==> config.mk <==
export PLATFORM = sky130hd
export DESIGN_NAME = radix_digit_string_converter
export DESIGN_NICKNAME = d
export VERILOG_FILES = /design/src/rtl/rdsc_pkg.sv /design/src/rtl/rdsc_divider.sv /design/src/rtl/rdsc_digit_mem.sv /design/src/rtl/radix_digit_string_converter.sv
export SDC_FILE = /design/constraint.sdc
export NUM_CORES = 1
export LEC_CHECK = 0
export BUFFER_PORTS_ARGS = -buffer_cell sky130_fd_sc_hd__buf_4
export CAP_MARGIN = 20
export CORE_UTILIZATION = 45
export CTS_CLUSTER_SIZE = 8
export DETAILED_ROUTE_END_ITERATION = 10
export GPL_TIMING_DRIVEN = 1
export PLACE_DENSITY_LB_ADDON = 0.08
export SLEW_MARGIN = 20
export SYNTH_ARGS = -nofsm -noshare
export SYNTH_HDL_FRONTEND = slang
export SYNTH_SLANG_ARGS = --single-unit
==> constraint.sdc <==
create_clock -name aclk -period 5.7 [get_ports aclk]
set_input_delay 0.855 -clock aclk [delete_from_list [all_inputs] [get_ports aclk]]
set_output_delay 0.855 -clock aclk [all_outputs]
set_load 0.1 [all_outputs]
==> src/rtl/rdsc_pkg.sv <==
// shared types, constants and functions of the radix digit string converter
// no dependencies; used by every module of the block
package rdsc_pkg;

    // default sizes
    localparam int VALUE_BITS_DEF = 64;
    localparam int MAX_DIGITS_DEF = 64;
    localparam int MAX_BASE_DEF   = 16;

    // fixed field widths
    localparam int VALUE_W   = 64;
    localparam int RADIX_W   = 5;
    localparam int DIGIT_W   = 4;
    localparam int CHAR_W    = 8;
    localparam int CFG_W     = 64;
    localparam int CFG_IDX_W = 2;

    // configuration register indexes
    localparam logic [CFG_IDX_W-1:0] CFG_BASE_SIZE  = 2'd0;
    localparam logic [CFG_IDX_W-1:0] CFG_CHARS_LOW  = 2'd1;
    localparam logic [CFG_IDX_W-1:0] CFG_CHARS_HIGH = 2'd2;

    // configuration reset values: radix ten, "01234567" and "89ABCDEF"
    localparam logic [RADIX_W-1:0] BASE_SIZE_RST  = 5'd10;
    localparam logic [CFG_W-1:0]   CHARS_LOW_RST  = 64'h3736353433323130;
    localparam logic [CFG_W-1:0]   CHARS_HIGH_RST = 64'h4645444342413938;

    // character of one digit from the two character tables
    function automatic logic [CHAR_W-1:0] digit_char(
        input logic [DIGIT_W-1:0] d,
        input logic [CFG_W-1:0]   chars_low,
        input logic [CFG_W-1:0]   chars_high
    );
        logic [CFG_W-1:0] chars;
        chars = d[3] ? chars_high : chars_low;
        return chars[{d[2:0], 3'b000} +: CHAR_W];
    endfunction

endpackage

==> src/rtl/rdsc_divider.sv <==
// shared restoring divider, one quotient bit per cycle
// depends on rdsc_pkg for the radix and digit widths
module rdsc_divider #(
    parameter int VALUE_BITS = rdsc_pkg::VALUE_BITS_DEF
) (
    input  logic                          aclk,
    input  logic                          aresetn,
    input  logic                          start,
    input  logic [VALUE_BITS-1:0]         dividend,
    input  logic [rdsc_pkg::RADIX_W-1:0]  radix,
    output logic                          done,
    output logic [VALUE_BITS-1:0]         quotient,
    output logic [rdsc_pkg::DIGIT_W-1:0]  remainder
);

    localparam int STEP_W = $clog2(VALUE_BITS);

    logic                         busy_reg, busy_next;
    logic                         done_reg, done_next;
    logic [STEP_W-1:0]            step_reg, step_next;
    logic [VALUE_BITS-1:0]        quo_reg, quo_next;
    logic [rdsc_pkg::DIGIT_W-1:0] rem_reg, rem_next;
    logic [rdsc_pkg::RADIX_W-1:0] shifted;
    logic [rdsc_pkg::RADIX_W-1:0] diff;
    logic                         ge;

    // one trial subtraction of the radix
    assign shifted = {rem_reg, quo_reg[VALUE_BITS-1]};
    assign ge      = (shifted >= radix);
    assign diff    = shifted - radix;

    // step control
    always_comb begin
        busy_next = busy_reg;
        done_next = 1'b0;
        step_next = step_reg;
        quo_next  = quo_reg;
        rem_next  = rem_reg;
        if (start) begin
            busy_next = 1'b1;
            step_next = STEP_W'(VALUE_BITS - 1);
            quo_next  = dividend;
            rem_next  = '0;
        end else if (busy_reg) begin
            quo_next = {quo_reg[VALUE_BITS-2:0], ge};
            rem_next = ge ? diff[rdsc_pkg::DIGIT_W-1:0] : shifted[rdsc_pkg::DIGIT_W-1:0];
            if (step_reg == '0) begin
                busy_next = 1'b0;
                done_next = 1'b1;
            end else begin
                step_next = step_reg - 1'b1;
            end
        end
    end

    // control registers
    always_ff @(posedge aclk) begin
        if (!aresetn) begin
            busy_reg <= 1'b0;
            done_reg <= 1'b0;
            step_reg <= '0;
        end else begin
            busy_reg <= busy_next;
            done_reg <= done_next;
            step_reg <= step_next;
        end
    end

    // datapath registers
    always_ff @(posedge aclk) begin
        quo_reg <= quo_next;
        rem_reg <= rem_next;
    end

    assign done      = done_reg;
    assign quotient  = quo_reg;
    assign remainder = rem_reg;

endmodule

==> src/rtl/rdsc_digit_mem.sv <==
// digit store: one write port, one read port with registered read data
// depends on rdsc_pkg for the digit width
module rdsc_digit_mem #(
    parameter int DEPTH = rdsc_pkg::MAX_DIGITS_DEF
) (
    input  logic                          aclk,
    input  logic                          wr_en,
    input  logic [$clog2(DEPTH)-1:0]      wr_addr,
    input  logic [rdsc_pkg::DIGIT_W-1:0]  wr_data,
    input  logic                          rd_en,
    input  logic [$clog2(DEPTH)-1:0]      rd_addr,
    output logic [rdsc_pkg::DIGIT_W-1:0]  rd_data
);

    logic [rdsc_pkg::DIGIT_W-1:0] mem [DEPTH];
    logic [rdsc_pkg::DIGIT_W-1:0] rd_data_reg;

    // write port
    always_ff @(posedge aclk) begin
        if (wr_en) begin
            mem[wr_addr] <= wr_data;
        end
    end

    // read port
    always_ff @(posedge aclk) begin
        if (rd_en) begin
            rd_data_reg <= mem[rd_addr];
        end
    end

    assign rd_data = rd_data_reg;

endmodule

==> src/rtl/radix_digit_string_converter.sv <==
// top level of the radix digit string converter: sequencer and config registers
// depends on rdsc_pkg, rdsc_divider and rdsc_digit_mem
//
// Usage:
//   s_ channel (s_valid/s_ready/s_value) takes one unsigned number per
//   transaction; only its low VALUE_BITS bits are converted.
//   m_ channel (m_valid/m_ready) returns one character per transaction,
//   most significant digit first; m_last_digit marks the final character.
//   A zero value gives the single digit-zero character.
//   cfg_wr_en/cfg_index/cfg_wdata write base_size (0), digit_chars_low (1)
//   and digit_chars_high (2); write them only while the block is idle.
//   Base sizes below two act as two, above MAX_BASE as MAX_BASE.
// Operation:
//   each digit comes from the one shared bit-serial divider; all digits
//   of a number are divided first, then each character passes the read,
//   lookup and emit states; a stalled receiver holds the emit state.
//   s_ready is high only between numbers.
//   Numbers with more than MAX_DIGITS digits emit the low MAX_DIGITS digits.
// Reset:
//   synchronous, active low; restores the radix-ten table and goes idle.
//   A stalled receiver holds m_valid and the character until it is taken.
module radix_digit_string_converter #(
    parameter int VALUE_BITS = rdsc_pkg::VALUE_BITS_DEF,
    parameter int MAX_DIGITS = rdsc_pkg::MAX_DIGITS_DEF,
    parameter int MAX_BASE   = rdsc_pkg::MAX_BASE_DEF
) (
    input  logic                            aclk,
    input  logic                            aresetn,
    input  logic                            cfg_wr_en,
    input  logic [rdsc_pkg::CFG_IDX_W-1:0]  cfg_index,
    input  logic [rdsc_pkg::CFG_W-1:0]      cfg_wdata,
    input  logic                            s_valid,
    output logic                            s_ready,
    input  logic [rdsc_pkg::VALUE_W-1:0]    s_value,
    output logic                            m_valid,
    input  logic                            m_ready,
    output logic [rdsc_pkg::CHAR_W-1:0]     m_digit_char,
    output logic                            m_last_digit
);

    localparam int ADDR_W = $clog2(MAX_DIGITS);

    typedef enum logic [2:0] {
        ST_IDLE,
        ST_DIVIDE,
        ST_READ,
        ST_LOOKUP,
        ST_EMIT
    } state_t;

    state_t                        state_reg, state_next;
    logic [rdsc_pkg::RADIX_W-1:0]  radix_reg, radix_next;
    logic [ADDR_W-1:0]             idx_reg, idx_next;
    logic                          m_valid_reg, m_valid_next;
    logic [rdsc_pkg::CHAR_W-1:0]   m_digit_char_reg, m_digit_char_next;
    logic                          m_last_digit_reg, m_last_digit_next;

    logic [rdsc_pkg::RADIX_W-1:0]  base_size_reg;
    logic [rdsc_pkg::CFG_W-1:0]    chars_low_reg;
    logic [rdsc_pkg::CFG_W-1:0]    chars_high_reg;
    logic [rdsc_pkg::RADIX_W-1:0]  radix_eff;

    logic [VALUE_BITS-1:0]         value_in;
    logic                          div_start;
    logic [VALUE_BITS-1:0]         div_dividend;
    logic                          div_done;
    logic [VALUE_BITS-1:0]         div_quotient;
    logic [rdsc_pkg::DIGIT_W-1:0]  div_remainder;

    logic                          mem_wr_en;
    logic [ADDR_W-1:0]             mem_wr_addr;
    logic [rdsc_pkg::DIGIT_W-1:0]  mem_wr_data;
    logic                          mem_rd_en;
    logic [rdsc_pkg::DIGIT_W-1:0]  mem_rd_data;

    // configuration registers
    always_ff @(posedge aclk) begin
        if (!aresetn) begin
            base_size_reg  <= rdsc_pkg::BASE_SIZE_RST;
            chars_low_reg  <= rdsc_pkg::CHARS_LOW_RST;
            chars_high_reg <= rdsc_pkg::CHARS_HIGH_RST;
        end else if (cfg_wr_en) begin
            case (cfg_index)
                rdsc_pkg::CFG_BASE_SIZE:  base_size_reg  <= cfg_wdata[rdsc_pkg::RADIX_W-1:0];
                rdsc_pkg::CFG_CHARS_LOW:  chars_low_reg  <= cfg_wdata;
                rdsc_pkg::CFG_CHARS_HIGH: chars_high_reg <= cfg_wdata;
                default: ;
            endcase
        end
    end

    // radix clamped to the usable range
    always_comb begin
        if (base_size_reg < rdsc_pkg::RADIX_W'(2)) begin
            radix_eff = rdsc_pkg::RADIX_W'(2);
        end else if (base_size_reg > rdsc_pkg::RADIX_W'(MAX_BASE)) begin
            radix_eff = rdsc_pkg::RADIX_W'(MAX_BASE);
        end else begin
            radix_eff = base_size_reg;
        end
    end

    assign value_in = s_value[VALUE_BITS-1:0];

    // sequencer next state
    always_comb begin
        state_next        = state_reg;
        radix_next        = radix_reg;
        idx_next          = idx_reg;
        m_valid_next      = m_valid_reg;
        m_digit_char_next = m_digit_char_reg;
        m_last_digit_next = m_last_digit_reg;
        div_start         = 1'b0;
        div_dividend      = div_quotient;
        mem_wr_en         = 1'b0;
        mem_wr_addr       = idx_reg;
        mem_wr_data       = div_remainder;
        mem_rd_en         = 1'b0;
        case (state_reg)
            ST_IDLE: begin
                if (s_valid) begin
                    radix_next = radix_eff;
                    idx_next   = '0;
                    if (value_in == '0) begin
                        // zero is the single digit zero
                        mem_wr_en   = 1'b1;
                        mem_wr_addr = '0;
                        mem_wr_data = '0;
                        state_next  = ST_READ;
                    end else begin
                        div_start    = 1'b1;
                        div_dividend = value_in;
                        state_next   = ST_DIVIDE;
                    end
                end
            end
            ST_DIVIDE: begin
                if (div_done) begin
                    mem_wr_en = 1'b1;
                    if (div_quotient == '0 || idx_reg == ADDR_W'(MAX_DIGITS - 1)) begin
                        state_next = ST_READ;
                    end else begin
                        idx_next  = idx_reg + 1'b1;
                        div_start = 1'b1;
                    end
                end
            end
            ST_READ: begin
                mem_rd_en  = 1'b1;
                state_next = ST_LOOKUP;
            end
            ST_LOOKUP: begin
                m_digit_char_next = rdsc_pkg::digit_char(mem_rd_data, chars_low_reg,
                                                         chars_high_reg);
                m_last_digit_next = (idx_reg == '0);
                m_valid_next      = 1'b1;
                state_next        = ST_EMIT;
            end
            ST_EMIT: begin
                if (m_ready) begin
                    m_valid_next = 1'b0;
                    if (m_last_digit_reg) begin
                        state_next = ST_IDLE;
                    end else begin
                        idx_next   = idx_reg - 1'b1;
                        state_next = ST_READ;
                    end
                end
            end
            default: begin
                state_next = ST_IDLE;
            end
        endcase
    end

    // state and registered outputs
    always_ff @(posedge aclk) begin
        if (!aresetn) begin
            state_reg        <= ST_IDLE;
            m_valid_reg      <= 1'b0;
            idx_reg          <= '0;
            radix_reg        <= rdsc_pkg::BASE_SIZE_RST;
            m_digit_char_reg <= '0;
            m_last_digit_reg <= 1'b0;
        end else begin
            state_reg        <= state_next;
            m_valid_reg      <= m_valid_next;
            idx_reg          <= idx_next;
            radix_reg        <= radix_next;
            m_digit_char_reg <= m_digit_char_next;
            m_last_digit_reg <= m_last_digit_next;
        end
    end

    // shared divider
    rdsc_divider #(
        .VALUE_BITS(VALUE_BITS)
    ) u_divider (
        .aclk      (aclk),
        .aresetn   (aresetn),
        .start     (div_start),
        .dividend  (div_dividend),
        .radix     (radix_reg),
        .done      (div_done),
        .quotient  (div_quotient),
        .remainder (div_remainder)
    );

    // digit store, least significant digit at index zero
    rdsc_digit_mem #(
        .DEPTH(MAX_DIGITS)
    ) u_digit_mem (
        .aclk    (aclk),
        .wr_en   (mem_wr_en),
        .wr_addr (mem_wr_addr),
        .wr_data (mem_wr_data),
        .rd_en   (mem_rd_en),
        .rd_addr (idx_reg),
        .rd_data (mem_rd_data)
    );

    assign s_ready      = (state_reg == ST_IDLE);
    assign m_valid      = m_valid_reg;
    assign m_digit_char = m_digit_char_reg;
    assign m_last_digit = m_last_digit_reg;

endmodule

==> metrics.csv, run 1 <==
stage,metric,value,unit
timing,slew-limit-headroom,30.7,%
synthesis,yosys_most_used_dff,edfxtp_1,
synthesis,yosysMostFrequentCell,edfxtp_1,
run_status,status,"finished, final reports clean",
drt,dr.pass1.iters,4,
synthesis,synth_top_family_by_area,multiplexers,
critical_path,cp-end-kind,flop,
drt,top_layer_used,met4,
power_and_ir_drop,switching_share,23.6,%
synthesis,synth_common_cells,"324 x edfxtp_1, 306 x nand2_1, 169 x dfxtp_1",
timing,skew,0.0163,ns
timing,max_freq,271,MHz
floorplan,die_width,217,µm
synthesis,syn_area,20800,µm²
placement,port_buffers,145,
power_and_ir_drop,leakagePower,8.37,nW
run,drv_cap,0,
synthesis,synth_edf_count,324,
timing,hold_viol,0,
timing,finalCriticalPeriod,3.70,ns
clock_tree,hold_buffers,0,
layout,regMostFlops,u_digit_mem.mem,
drt,avgViaCountPerCell,5.60,
synthesis,synthArstFlopShare,0,%
timing,worst_pin_slew,1.04,ns
timing,rsz0062_at_grt,no,
placement,dp_cells,2205,
drt,met2_length,24200,µm
drt,wl_met3,2610,µm
floorplan,fp.dieH,217,µm
synthesis,ys_seq_elements,493,
clock_tree,post-cts-setup-buffer-count,0,
synthesis,yosysTopAreaCell,edfxtp_1,
synthesis,syn-mean-instance-area,13.5,µm²
critical_path,critPathKind,in2reg,
critical_path,critPathMaxFanout,12,
synthesis,muxShareOfSynthArea,17.4,%
clock_tree,clockBufferDepth,3,
synthesis,synth_cell_types,57,
clock_tree,cts.sinks,493,
layout,antennaDiodeCount,0,
clock_tree,clkSlewWorstSetupHoldPaths,0.05,ns
timing,finalSetupTns,0,ns
clock_tree,numCtsBuffers,71,
layout,nNetsFinal,1826,
critical_path,worst_ep_arrival_time,3.94,ns
drt,wirelength_met1,22000,µm
clock_tree,cts_root_buf,clkbuf_16,
synthesis,yosys.area_share.simple,11.4,%
power_and_ir_drop,clockPowerShare,41.6,%
power_and_ir_drop,powerDensity,368,nW/µm²
clock_tree,cts_tree,done,
placement,place.gp.congestion,0.800,
power_and_ir_drop,pwr-share-comb,10.1,%
floorplan,rows,78,
floorplan,fp.dieArea,47100,µm²
critical_path,crit_required,5.94,ns
global_route,grt_pass1_wl,76700,µm
timing,period_share,64.9,%
drt,vias,12900,
global_route,grt_usage,21.4,%
clock_tree,post_cts_resized,0,
global_route,grt_max_degree,74,
drt,drt_iter0_drc,1011,
critical_path,rrSetupSlack,2.14,ns
synthesis,ys_warn_count,0,
layout,fin_cells,2301,
layout,largest_reg_flops,256,
power_and_ir_drop,peakVddDrop,286,µV
global_route,grt_antenna_before_repair,0,
hold_path,hold_path.class,reg2reg,
critical_path,critPathLaunchType,input port,
synthesis,seq_area_frac_synth,63.0,%
placement,dp_hpwl,31000,µm
synthesis,synth_compound_area_share,4.64,%
drt,wirelength,49900,µm
power_and_ir_drop,internal_power,6.84,mW
timing,finalSetupViolCount,0,
floorplan,ioPinCount,146,
synthesis,synth_fa_ha_area_share,0.854,%
global_route,first_global_vias,13100,
drt,wire_per_inst,21.7,µm
power_and_ir_drop,power_switching,2.11,mW
timing,slew_viol_final,0,
floorplan,start_util,45.7,%
global_route,overflow,0,
layout,area_growth,16.8,%
synthesis,synthTopCellsByArea,"edfxtp_1 47%, dfxtp_1 16%, mux4_2 12%",
clock_tree,htree_num_levels,3,
floorplan,design.core.area,45500,µm²
layout,drive_above_1_share,26.0,%
power_and_ir_drop,seq_power_share,48.3,%
synthesis,syn_nets,1688,
drt,drc,0,
synthesis,yosysTopAreaCellShare,46.8,%
synthesis,synth_xor_area_share,0.421,%
drt,postRouteAntennaNets,0,
clock_tree,clk_latency,0.59,ns
synthesis,syn_inst,1540,
[power by group through the flow]
stage / Combinational [mW] / Sequential, mW / Clock (mW)
2_1_floorplan: 0.614 / 4.35 / 0
3_3_place_gp: 0.884 / 4.39 / 0
3_5_place_dp: 0.910 / 4.39 / 0
4_1_cts: 0.915 / 4.33 / 3.81
5_1_grt: 1.01 / 4.34 / 3.94
6_report: 0.907 / 4.32 / 3.72
[metal layers]
metal / GRT usage, % / up-vias
li1: - / 6015
met1: 29.2 / 6421
met2: 34.9 / 364
met3: 4.10 / 82
met4: 6.22 / 0
met5: 0 / -
[stage by stage]
stage                     setup slack (ns)  instance area [µm²]  total power, mW  utilization [%]  hold WS (ns)
after floorplan                       1.73                20800             4.96                -         0.433
after global placement                1.35                22400             5.28             49.2         0.439
after detailed placement              1.34                22400             5.30             49.2         0.447
after CTS                             1.96                24300             9.05             53.4         0.453
after global routing                  1.83                24300             9.29             53.4         0.470
final                                 2.00                24300             8.95             53.4         0.452
[area by class of cell]
cell class                      count  area [µm²]
Clock buffer                       91        1870
Timing Repair Buffer              159        1190
Tap cell                          600         751
Sequential cell                   493       13100
Clock inverter                      5        47.5
Fill cell                        3903       21200
Multi-Input combinational cell    939        7260
Inverter                           14        53.8
[final timing paths]
path | from | endpoint | depth (start not counted)
max | s_value[18] | u_digit_mem.mem[4][0] | 7
min | chars_high_reg[1] | chars_high_reg[1] | 2
max reg2reg | state_reg[0] | u_digit_mem.mem[4][0] | 6
min reg2reg | chars_high_reg[1] | chars_high_reg[1] | 2
[cell usage in the layout (no fill, tap or decap), types with 11 or more instances in the layout]
| cell type | synthesis | routed |
|---|---|---|
| clkbuf_1 | 64 | 19 |
| nor4_1 | 34 | 34 |
| a21oi_1 | 115 | 115 |
| inv_1 | 13 | 13 |
| dfxtp_1 | 169 | 167 |
| nor2_1 | 90 | 89 |
| mux2i_1 | 14 | 14 |
| buf_4 | 3 | 159 |
| mux2_4 | 26 | 26 |
| edfxtp_1 | 324 | 324 |
| clkbuf_16 | 0 | 72 |
| nand3_1 | 62 | 62 |
| mux2_2 | 50 | 50 |
| mux4_2 | 112 | 112 |
| nand2_1 | 306 | 306 |
| ha_1 | 11 | 11 |
[cell families (layout without fill, tap and decap cells)]
group | Yosys count | in the layout
simple gates | 547 | 547
flops | 493 | 493
mux | 202 | 202
compound gates | 167 | 167
buf+inv | 108 | 269
fa+ha+maj | 13 | 13
xor+xnor | 10 | 10
[critical path: stages]
cell and delay, ns:
buf_4 0.11, nor4_1 0.58, nand4_1 0.22, nor3_1 0.73, nand3_1 0.67, and2_1 0.42, nor2_1 0.34
Note: power is estimated with default switching activity, not from simulation.
==> run 2: changes to the inputs <==
==> constraint.sdc (replaced) <==
create_clock -name aclk -period 3.35 [get_ports aclk]
set_input_delay 0.5025 -clock aclk [delete_from_list [all_inputs] [get_ports aclk]]
set_output_delay 0.5025 -clock aclk [all_outputs]
set_load 0.1 [all_outputs]
==> metrics.csv, run 2 (same netlist as run 1, synthesis figures left out) <==
stage,metric,value,unit
placement,port_buffers,145,
timing,setup_ws,0.449,ns
layout,drive_above_1_share,27.3,%
timing,max_freq,345,MHz
global_route,grt_antenna_before_repair,1,
power_and_ir_drop,seq_power_share,47.4,%
drt,wirelength,51500,µm
critical_path,slowest_stage,or4_4,
layout,final_cell_mix,"324 x edfxtp_1, 306 x nand2_1, 177 x buf_4, 167 x dfxtp_1, 115 x a21oi_1",
global_route,overflow,0,
power_and_ir_drop,clockPowerShare,41.6,%
timing,slew_viol_final,0,
clock_tree,clk_latency,0.59,ns
critical_path,reg2reg_depth,7,
power_and_ir_drop,powerDensity,626,nW/µm²
power_and_ir_drop,internal_power,11.8,mW
clock_tree,cts_tree,done,
floorplan,die_width,217,µm
global_route,grt_pass1_wl,79200,µm
hold_path,whs_path_depth,3,
layout,fillerInstances,3845,
global_route,first_global_vias,13400,
drt,drc,0,
timing,hold_viol,0,
clock_tree,clockBufferDepth,3,
layout,largest_reg_flops,256,
timing,finalSetupViolCount,0,
critical_path,rrSetupSlack,0.45,ns
critical_path,critPathBufInv,1,
hold_path,hold_path.class,in2reg,
critical_path,timing.rr.start,u_divider.quotient[18],
clock_tree,post-cts-setup-buffer-count,0,
power_and_ir_drop,peakVddDrop,511,µV
layout,area_growth,18.9,%
power_and_ir_drop,power_switching,3.71,mW
critical_path,critPathLaunchType,flop,
layout,final_common_cell,edfxtp_1,
placement,dp_hpwl,32700,µm
critical_path,worst_ep_arrival_time,3.23,ns
power_and_ir_drop,pwr-share-comb,11.0,%
clock_tree,clkSlewWorstSetupHoldPaths,0.05,ns
hold_path,min_to,chars_low_reg[37],
critical_path,cpPeakStageDelay,0.59,ns
global_route,grt_usage,22.3,%
floorplan,rows,78,
floorplan,start_util,45.7,%
critical_path,cp-end-kind,flop,
timing,finalCriticalPeriod,2.90,ns
run_status,status,"finished, final reports clean",
timing,skew,0.0191,ns
drt,vias,13000,
power_and_ir_drop,total_power,15.5,mW
layout,antennaDiodeCount,0,
clock_tree,htree_num_levels,3,
placement,dp_slack,-0.121,ns
timing,slew-limit-headroom,26.3,%
critical_path,r2r_end,u_divider.quotient[42],
drt,drt_iter0_drc,926,
run,drv_cap,0,
power_and_ir_drop,leakagePower,8.59,nW
drt,postRouteAntennaNets,0,
clock_tree,numCtsBuffers,71,
hold_path,hold_start,cfg_wdata[37],
floorplan,ioPinCount,146,
placement,place.gp.congestion,0.809,
critical_path,critPathTopFamily,simple AND/OR/NAND/NOR gates,
power_and_ir_drop,switching_share,24.0,%
drt,dr.pass1.iters,5,
drt,wire_per_inst,22.0,µm
clock_tree,post_cts_resized,0,
floorplan,fp.dieArea,47100,µm²
critical_path,crit_chain,nor4_1 -> nand4_1 -> or4_4 -> o21a_4 -> a22o_4 -> buf_12 -> mux2_4,
layout,regMostFlops,u_digit_mem.mem,
critical_path,critPathKind,reg2reg,
clock_tree,cts.sinks,493,
drt,avgViaCountPerCell,5.58,
clock_tree,cts_root_buf,clkbuf_16,
timing,worst_pin_slew,1.10,ns
critical_path,crit_required,3.68,ns
layout,nNetsFinal,1856,
clock_tree,hold_buffers,0,
timing,finalSetupTns,0,ns
floorplan,design.core.area,45500,µm²
global_route,grt_max_degree,69,
timing,rsz0062_at_grt,no,
critical_path,critPathMaxFanout,67,
timing,period_share,86.6,%
floorplan,fp.dieH,217,µm
-- run 2: changes by cell type in the layout (fill, tap and decap cells not counted) --
cell	before	now
and2_4	3	0
inv_16	0	1
clkinv_8	1	3
nor3_1	9	8
clkinv_2	2	1
inv_6	3	2
buf_12	0	12
and2_2	0	3
nor3_2	1	2
clkbuf_1	19	25
buf_4	159	177
-- run 2: final cells by class --
type                            instances  area (µm²)  area share, %
Clock buffer                           97        1900           7.66
Clock inverter                          6        86.3          0.349
Inverter                               14        53.8          0.217
Multi-Input combinational cell        939        7270           29.4
Sequential cell                       493       13100           53.0
Tap cell                              600         751           3.03
Timing Repair Buffer                  189        1570           6.34
-- run 2: layer usage --
layer,global-route usage (%),part of all wire (%),up-vias
li1,-,-,6089
met1,30.3,45,6524
met2,35.8,48,333
met3,4.23,4.8,89
met4,7.61,2.5,2
met5,0,0.019,-
-- run 2: per-stage QoR --
stage                     hold WS (ns)  cell area [µm²]  util [%]  std cells
after CTS                        0.100            24700      54.4       2338
after detailed placement         0.443            22800      50.0       2235
after global routing             0.114            24700      54.4       2338
after floorplan                  0.433            20800         -       1540
final                            0.131            24700      54.4       2338
after global placement           0.441            22800      50.0       2235
-- run 2: worst max path at each step --
stage | start | end | depth (start not counted) | slack (ns)
floorplan | s_valid | u_digit_mem.mem[0][1] | 6 | 0.49
global placement | s_value[18] | u_digit_mem.mem[49][2] | 8 | -0.11
detailed placement | s_value[18] | u_digit_mem.mem[51][0] | 8 | -0.12
CTS | idx_reg[0] | u_digit_mem.rd_data[1] | 5 | 0.45
global route | state_reg[0] | u_digit_mem.mem[57][3] | 7 | 0.23
finish | u_divider.quotient[18] | u_divider.quotient[42] | 7 | 0.45
-- run 2: worst register-to-register path, cell delays in order (launching register included) --
cell      delay, ns
edfxtp_1       0.41
nor4_1         0.45
nand4_1        0.16
or4_4          0.59
o21a_4         0.17
a22o_4         0.23
buf_12         0.21
mux2_4         0.42
-- run 2: power groups by stage --
stage / registers, mW / logic, mW / clock network [mW]
after floorplan: 7.39 / 1.05 / 0
after global placement: 7.45 / 1.73 / 0
after detailed placement: 7.44 / 1.75 / 0
after CTS: 7.33 / 1.74 / 6.59
after global routing: 7.36 / 1.88 / 6.83
final: 7.34 / 1.70 / 6.44
